===== config.mk =====
export PLATFORM = sky130hd
export DESIGN_NAME = rpn_ctrl
export DESIGN_NICKNAME = d
export VERILOG_FILES = /design/src/hdl/rpn_pkg.sv /design/src/hdl/rpn_ctrl.sv
export VERILOG_INCLUDE_DIRS = /design/src /design/src/hdl
export SDC_FILE = /design/constraint.sdc
export NUM_CORES = 2
export LEC_CHECK = 0
export BUFFER_PORTS_ARGS = -buffer_cell sky130_fd_sc_hd__buf_2
export CELL_PAD_IN_SITES_DETAIL_PLACEMENT = 0
export CELL_PAD_IN_SITES_GLOBAL_PLACEMENT = 1
export CORE_MARGIN = 3
export CORE_UTILIZATION = 40
export DETAILED_ROUTE_END_ITERATION = 16
export PLACE_DENSITY_LB_ADDON = 0.1
export SYNTH_ARGS = -nofsm -noshare
export SYNTH_HDL_FRONTEND = slang
export SYNTH_SLANG_ARGS = --single-unit

===== constraint.sdc =====
create_clock -name clk -period 4.7 [get_ports clk]
set_input_delay 0 -clock clk [delete_from_list [all_inputs] [get_ports clk]]
set_output_delay 0 -clock clk [all_outputs]
set_load 0.005 [all_outputs]

===== src/hdl/rpn_stack_evaluator_assert.svh =====
// ----------------------------------------------------------------------------
// rpn_stack_evaluator_assert
// assertion macros shared by the rpn evaluator modules
// ----------------------------------------------------------------------------
`ifndef RPN_STACK_EVALUATOR_ASSERT_SVH
`define RPN_STACK_EVALUATOR_ASSERT_SVH

// implication checked on every clock edge outside reset
`define RPN_ASSERT_IMP(label, clk, rst_n, pre, post) \
	label: assert property (@(posedge clk) disable iff (!rst_n) (pre) |-> (post)) \
		else $error("assertion failed");

// implication checked in the cycle after
`define RPN_ASSERT_NEXT(label, clk, rst_n, pre, post) \
	label: assert property (@(posedge clk) disable iff (!rst_n) (pre) |=> (post)) \
		else $error("assertion failed");

`endif


===== src/hdl/rpn_pkg.sv =====
// ----------------------------------------------------------------------------
// rpn_pkg
// shared constants and types of the postfix evaluator
// ----------------------------------------------------------------------------
`default_nettype none
package rpn_pkg;
	localparam int STACK_DEPTH = 64;
	localparam int PTR_W = $clog2(STACK_DEPTH);
	localparam int CNT_W = $clog2(STACK_DEPTH + 1);
	localparam int DATA_W = 32;

	localparam logic [3:0] ACT_PUSH = 4'd0;
	localparam logic [3:0] ACT_ADD  = 4'd1;
	localparam logic [3:0] ACT_SUB  = 4'd2;
	localparam logic [3:0] ACT_MUL  = 4'd3;
	localparam logic [3:0] ACT_DIV  = 4'd4;
	localparam logic [3:0] ACT_POW  = 4'd5;
	localparam logic [3:0] ACT_LOG  = 4'd6;
	localparam logic [3:0] ACT_SQRT = 4'd7;
	localparam logic [3:0] ACT_TERN = 4'd8;
	localparam logic [3:0] ACT_EOL  = 4'd9;

	// request to the iterative arithmetic unit
	typedef struct packed {
		logic        go;
		logic [3:0]  op;
		logic [31:0] a;
		logic [31:0] b;
	} alu_req_t;

	typedef struct packed {
		logic        done;
		logic        err;
		logic [31:0] res;
	} alu_rsp_t;
endpackage
`default_nettype wire


===== src/hdl/rpn_ctrl.sv =====
// ----------------------------------------------------------------------------
// rpn_ctrl
// token sequencer over the stack memory
// ----------------------------------------------------------------------------
`default_nettype none
`include "rpn_stack_evaluator_assert.svh"
module rpn_ctrl (
	input  wire logic              clk,
	input  wire logic              arst_n,
	input  wire logic              start,
	input  wire logic [3:0]        action,
	input  wire logic signed [31:0] value,
	output logic                   busy,
	output logic                   done,
	output logic signed [31:0]     result_value,
	output logic                   line_error,
	output rpn_pkg::alu_req_t      areq,
	input  wire rpn_pkg::alu_rsp_t arsp
);
	typedef enum logic [2:0] {S_IDLE, S_RD, S_WAIT, S_CALC, S_ALU, S_WR} cstate_t;
	cstate_t st_q;
	logic [31:0] mem [rpn_pkg::STACK_DEPTH];
	logic [31:0] rd_q;
	logic [rpn_pkg::PTR_W-1:0] ra_q;
	logic [rpn_pkg::CNT_W-1:0] cnt_q;
	logic err_q;
	logic [3:0] act_q;
	logic [1:0] need_q, got_q;
	logic [31:0] op0_q, op1_q, wv_q;
	logic we;
	logic [rpn_pkg::PTR_W-1:0] wa;
	logic eol_bad, eol_ok, go_d;

	// synchronous stack memory, registered read
	always_ff @(posedge clk) begin
		if (we) mem[wa] <= wv_q;
		rd_q <= mem[ra_q];
	end
	assign we = (st_q == S_WR);
	assign wa = cnt_q[rpn_pkg::PTR_W-1:0];
	assign busy = (st_q != S_IDLE);

	assign eol_bad = (st_q == S_IDLE) && start && (action == rpn_pkg::ACT_EOL) &&
		(err_q || cnt_q != rpn_pkg::CNT_W'(1));
	assign eol_ok = (st_q == S_CALC) && (act_q == rpn_pkg::ACT_EOL);
	// last operand captured, hand the operator to the arithmetic unit
	assign go_d = (st_q == S_CALC) && (act_q != rpn_pkg::ACT_EOL) &&
		(act_q != rpn_pkg::ACT_TERN) && (got_q + 2'd1 == need_q);

	always_ff @(posedge clk or negedge arst_n) begin
		if (!arst_n) begin
			st_q <= S_IDLE;
			cnt_q <= '0;
			err_q <= 1'b0;
			done <= 1'b0;
			line_error <= 1'b0;
			result_value <= '0;
			areq <= '0;
			got_q <= '0;
		end else begin
			done <= eol_bad || eol_ok;
			areq.go <= go_d;
			case (st_q)
			S_IDLE: begin
				if (start) begin
					act_q <= action;
					got_q <= '0;
					ra_q <= '0;
					if (action == rpn_pkg::ACT_EOL) begin
						if (!err_q && cnt_q == rpn_pkg::CNT_W'(1)) begin
							st_q <= S_RD;
							need_q <= 2'd0;
						end else begin
							line_error <= 1'b1;
							result_value <= '0;
							cnt_q <= '0;
							err_q <= 1'b0;
						end
					end else if (err_q) begin
					end else if (action == rpn_pkg::ACT_PUSH) begin
						if (cnt_q >= rpn_pkg::CNT_W'(rpn_pkg::STACK_DEPTH)) err_q <= 1'b1;
						else begin wv_q <= value; st_q <= S_WR; end
					end else if (action >= rpn_pkg::ACT_ADD && action <= rpn_pkg::ACT_TERN) begin
						need_q <= action == rpn_pkg::ACT_TERN ? 2'd3 :
							action == rpn_pkg::ACT_SQRT ? 2'd1 : 2'd2;
						st_q <= S_RD;
					end else begin
						err_q <= 1'b1;
					end
				end
			end
			S_RD: begin
				if (need_q == 2'd0) begin
					ra_q <= '0;
					st_q <= S_WAIT;
				end else if (cnt_q == '0) begin
					err_q <= 1'b1;
					st_q <= S_IDLE;
				end else begin
					ra_q <= rpn_pkg::PTR_W'(cnt_q - rpn_pkg::CNT_W'(1));
					cnt_q <= cnt_q - rpn_pkg::CNT_W'(1);
					st_q <= S_WAIT;
				end
			end
			S_WAIT: st_q <= S_CALC;
			S_CALC: begin
				if (act_q == rpn_pkg::ACT_EOL) begin
					line_error <= 1'b0;
					result_value <= rd_q;
					cnt_q <= '0;
					st_q <= S_IDLE;
				end else begin
					// operands arrive top first
					case (got_q)
					2'd0: op0_q <= rd_q;
					2'd1: op1_q <= rd_q;
					default: begin end
					endcase
					got_q <= got_q + 2'd1;
					if (got_q + 2'd1 == need_q) begin
						if (act_q == rpn_pkg::ACT_TERN) begin
							wv_q <= rd_q != '0 ? op1_q : op0_q;
							st_q <= S_WR;
						end else begin
							areq.op <= act_q;
							areq.a <= got_q == 2'd0 ? rd_q : op0_q;
							areq.b <= rd_q;
							st_q <= S_ALU;
						end
					end else begin
						st_q <= S_RD;
					end
				end
			end
			S_ALU: begin
				if (arsp.done) begin
					if (arsp.err) begin
						err_q <= 1'b1;
						st_q <= S_IDLE;
					end else begin
						wv_q <= arsp.res;
						st_q <= S_WR;
					end
				end
			end
			S_WR: begin
				cnt_q <= cnt_q + rpn_pkg::CNT_W'(1);
				st_q <= S_IDLE;
			end
			default: st_q <= S_IDLE;
			endcase
		end
	end

	`RPN_ASSERT_IMP(c_cnt_max, clk, arst_n, 1'b1, cnt_q <= rpn_pkg::CNT_W'(rpn_pkg::STACK_DEPTH))
	`RPN_ASSERT_IMP(c_wr_room, clk, arst_n, we, cnt_q < rpn_pkg::CNT_W'(rpn_pkg::STACK_DEPTH))
	`RPN_ASSERT_NEXT(c_done_idle, clk, arst_n, done, !$past(busy) || st_q == S_IDLE)
endmodule
`default_nettype wire


[Word-level counts from Yosys, hierarchy flattened]
Memories as Yosys holds them, arrays and structs flattened. A register that Yosys moved wholly into a read port is not among the register bits.
Cells that the tools add are included.
Storage, ports and cells
  bits in registers: 224
  RAM bits: 2048
  input bits: 73
  memories: 1
Cells by class
  $add $sub $neg: 3
  order comparisons: 3
  equality and inequality tests: 42
  muxes and demuxes: 73
  bitwise logic cells: 2
  reductions and logical operators: 37
Memories
  mem: words 64, width 32, read ports 1, clocked after Yosys merged registers in 1, write ports 1, RTL line rpn_ctrl.sv:22  | logic [31:0] mem [rpn_pkg::STACK_DEPTH];
Operator list (number)
  $mux W32: 16
  $pmux W32 S3: 1
  $pmux W32 S2: 1
  $mux W7: 6
  $mux W3: 11
  $reduce_bool A32 Y1: 1
  $pmux W7 S4: 1
  $ne A2 B2 Y1 const B: 13
  $mux W2: 11
  $reduce_and A7 Y1: 3
  $mux W1: 18
  $mux W6: 3
  $eq A4 B4 Y1 const B: 4
  $pmux W3 S5: 1
  $ne A2 B1 Y1 const B: 7
  $ne A4 B4 Y1 const B: 3
  $pmux W6 S2: 1
  $reduce_and A12 Y1: 1
  $reduce_and A4 Y1: 3
  $logic_and A1 B1 Y1: 9
  $reduce_and A3 Y1: 3
  $reduce_bool A3 Y1: 3
  $add A7 B1 Y7 const B: 1
  $eq A7 B1 Y1 const B: 1
  29 further kinds: 38

[Longest topological paths before layout]
  word-level depth: 8
  mapped depth: 9

[Least setup slack after synthesis]
OpenSTA, ideal clock, no wires.
  kind: flip-flop to flip-flop
  from: register got_q[0]
  to: register wv_q[0], enable pin
  arrival time: 3.556 ns
  data required time: 4.239 ns
  slack: 0.683 ns
  cell stages (with the launch flop): 7
  buffers on the path: 0
  period minus slack after synthesis: 4.017 ns
  cells stage by stage: dfrtp_1 > inv_1 > ha_1 > xor2_1 > nor3_1 > a31oi_1 > nor3_1
Between the ends
  word-level cells in the longest chain between the ends: 4
Ends and longest elaborated chain
  start: declaration: RTL line rpn_ctrl.sv:28  | logic [1:0] need_q, got_q;
  start signal: assignment: RTL line rpn_ctrl.sv:119  | got_q <= got_q + 2'd1;
  $add A2 B1 Y2: RTL line rpn_ctrl.sv:120  | if (got_q + 2'd1 == need_q) begin
  $eq A2 B2 Y1: RTL line rpn_ctrl.sv:120
  $ne A2 B1 Y1 (no line)
  $reduce_and A12 Y1 (no line)
  end signal: assignment: RTL line rpn_ctrl.sv:122  | wv_q <= rd_q != '0 ? op1_q : op0_q;
  end signal: assignment: RTL line rpn_ctrl.sv:141  | wv_q <= arsp.res;
  end: declaration: RTL line rpn_ctrl.sv:29  | logic [31:0] op0_q, op1_q, wv_q;
Every way passes these cells.
A chain may end at the register's enable or synchronous reset.

==> flow_summary.json <==
{
  "status": "finished, final reports clean",
  "fmax_mhz": 275.4,
  "start_util_pct": 40.40,
  "yosys_warnings": 0,
  "grt_max_degree": 125,
  "worst_slew_pin_slew_ns": 1.412,
  "drt_iter0_drc": 5070,
  "syn_avg_cell_area_um2": 22.14,
  "p_leak_nw": 32.99,
  "clockRootBuffer": "clkbuf_16",
  "layout.nets": 4582,
  "clock_path_buffers": 3,
  "postLayoutCoreUtil_pct": 46.98,
  "rsz0062_at_grt": "no",
  "syn_inst": 3978,
  "synth_edf_count": 2156,
  "end_kind": "register",
  "gp_congestion": 0.7846,
  "vias": 43890,
  "yosysTopAreaCell": "edfxtp_1",
  "relSlewSlack_pct": 5.854,
  "groute.usage.overall_pct": 22.89,
  "ctsResizeCount": 0,
  "hold_violations": 0,
  "die_w_um": 475.3,
  "antenna_found_initial": 13,
  "hold_class": "in2reg",
  "netlist_top_cells_count": "edfxtp_1, mux4_2, mux2i_1",
  "ys_ff_latch": 2304,
  "numCtsBuffers": 235,
  "drive_gt1_share_pct": 30.69,
  "clock_latency_ns": 0.88,
  "grt_pass1_wl_mm": 358.0,
  "clock_sinks": 2304,
  "synth-main-ff-cell": "edfxtp_1",
  "grt_pass1_vias": 44690,
  "setup_tns_ns": 0,
  "syn-num-nets": 4057,
  "startpoint_type": "register",
  "async_flop_share_pct": 5.035,
  "netlist_area_um2": 88080,
  "synthTopCellsByArea": "edfxtp_1, mux4_2, dfrtp_1, mux2i_1, mux2_2",
  "power_density_nw_per_um2": 521.6,
  "dp_hpwl_mm": 146.0,
  "synthDistinctLibCells": 62,
  "synth_top_area_share_pct": 73.50,
  "clk_pin_slew_ns": 0.06,
  "core_area_um2": 218000,
  "cp_data_arrival_time_ns": 4.39,
  "via_per_inst": 5.805,
  "ant_nets": 0,
  "dieArea_um2": 225900,
  "min_period_ns": 3.631,
  "io_pins": 177,
  "first_pass_iters": 6,
  "drv_slew": 0,
  "path_max_fanout": 23,
  "fin_crit_sh_pct": 77.25,
  "required_ns": 5.46,
  "drt-wirelength-per-cell_um": 34.14,
  "fp.dieH_um": 475.3,
  "io_buffers": 176,
  "rows": 171,
  "skew_ns": 0.03798,
  "synth_most_common_cell": "edfxtp_1",
  "setup_violations": 0,
  "drc": 0,
  "area_growth_pct": 16.27,
  "path_class": "reg2reg",
  "ys_seq_area_share_pct": 77.52,
  "h-tree-depth": 4,
  "cts_tree": "built",
  "grt_overflow_total": 0,
  "ir_worst_vdd_uv": 355.2,
  "routed_wl_mm": 258.2,
  "drv_cap": 0
}
==> where the power goes <==
group          internal (W)  total [W]  leakage [nW]  switching, W
logic               0.00463     0.0110          8.22       0.00642
registers            0.0232     0.0242          21.1      0.000973
clock network        0.0104     0.0182          3.64       0.00783
==> through the flow <==
step	hold slack, ns	setup slack (ns)	total power (W)	instance area (um^2)	cells
after global placement	0.1152	0.8629	0.03555	93950	7022
after detailed placement	0.1136	1.073	0.03557	93960	7023
final	0.04823	1.069	0.05343	102400	7562
after global routing	0.06540	0.9564	0.05545	102400	7557
after CTS	0.002548	1.058	0.05394	102400	7556
after floorplan	-0.2956	0.6830	0.03050	88080	3978
==> cell usage in the layout (no fill, tap or decap), types with 7 or more instances in the layout <==
cell and n:
edfxtp_1 2156, mux4_2 508, clkbuf_16 237, buf_4 219, buf_2 175, mux2i_1 141, dfrtp_1 116, mux2_2 106
dlygate4sd3_1 96, a22o_1 86, a221oi_1 84, a21oi_1 73, nor2_4 67, clkbuf_1 67, o21ai_0 50, clkinv_1 48
a22oi_1 39, nor2_1 38, o221ai_1 36, clkinv_2 32, dfxtp_1 32, nand2_1 31, buf_12 23, nand3_1 19
clkbuf_8 19, bufinv_16 15, inv_1 12, nor2b_1 11, nor4_1 10, o22ai_1 9, nor3_1 8, nand3b_1 7
nand4_1 7, a31oi_1 7, and3_1 7, o31ai_1 7, inv_6 7
==> final timing paths <==
kind                                       from              end  slack, ns  cells after the start
worst max-delay path                    ra_q[0]          rd_q[7]       1.07                      8
worst min-delay path                   arsp[13]         wv_q[13]       0.05                      4
worst max register to register          ra_q[0]          rd_q[7]       1.07                      8
worst min register to register  result_value[9]  result_value[9]       0.49                      1
max in group asynchronous                arst_n         areq[41]       3.35                      4
min in group asynchronous                arst_n         areq[54]       0.37                      4
==> final cells by class <==
class	count	area [um^2]
fill	18100	115600
clock inverter	113	1015
timing repair buffer	514	3969
antenna	6	15.01
sequential	2304	68290
inverter	13	50.05
tap	2854	3571
multi-input combinational	1435	19070
clock buffer	323	6444
==> registers in the layout, summed over array words and instances (netlist names), 2 cells and up <==
register	cells
mem	2048
act_q	4
op1_q	32
cnt_q	7
areq	69
ra_q	6
result_value	32
need_q	2
op0_q	32
got_q	2
rd_q	32
st_q	3
wv_q	32
==> metal layers <==
metal | wire [um] | up-vias | global-route usage [%]
met4 | 7540 | 2 | 6.984
li1 | - | 18000 | -
met2 | 118600 | 1556 | 35.18
met3 | 19990 | 343 | 4.800
met1 | 112100 | 23990 | 32.99
met5 | 13 | - | 0
==> cells by family after synthesis <==
logic type	Yosys count	share of synthesized area, %
fa+ha+maj	6	0.08523
simple gates	245	1.352
flops	2304	77.52
buf+inv	239	1.467
mux	755	15.95
compound gates	421	3.547
xor+xnor	8	0.07955
==> worst max-delay path, cell delays in order (launching register included) <==
cell and delay, ns:
edfxtp_1 0.52, buf_12 0.29, buf_4 0.43, buf_4 0.38, mux2i_1 0.38, o22ai_1 0.14
o32ai_1 0.95, a31oi_1 0.07, and3_1 0.28
==> what timing repair did <==
item | CTS | global route
buffers inserted | 0 | 0
setup endpoints to repair | 0 | 0
hold buffers | 97 | 0
endpoints found under the hold margin | 107 | 0
No activity file was read; power rests on OpenSTA's default activity.
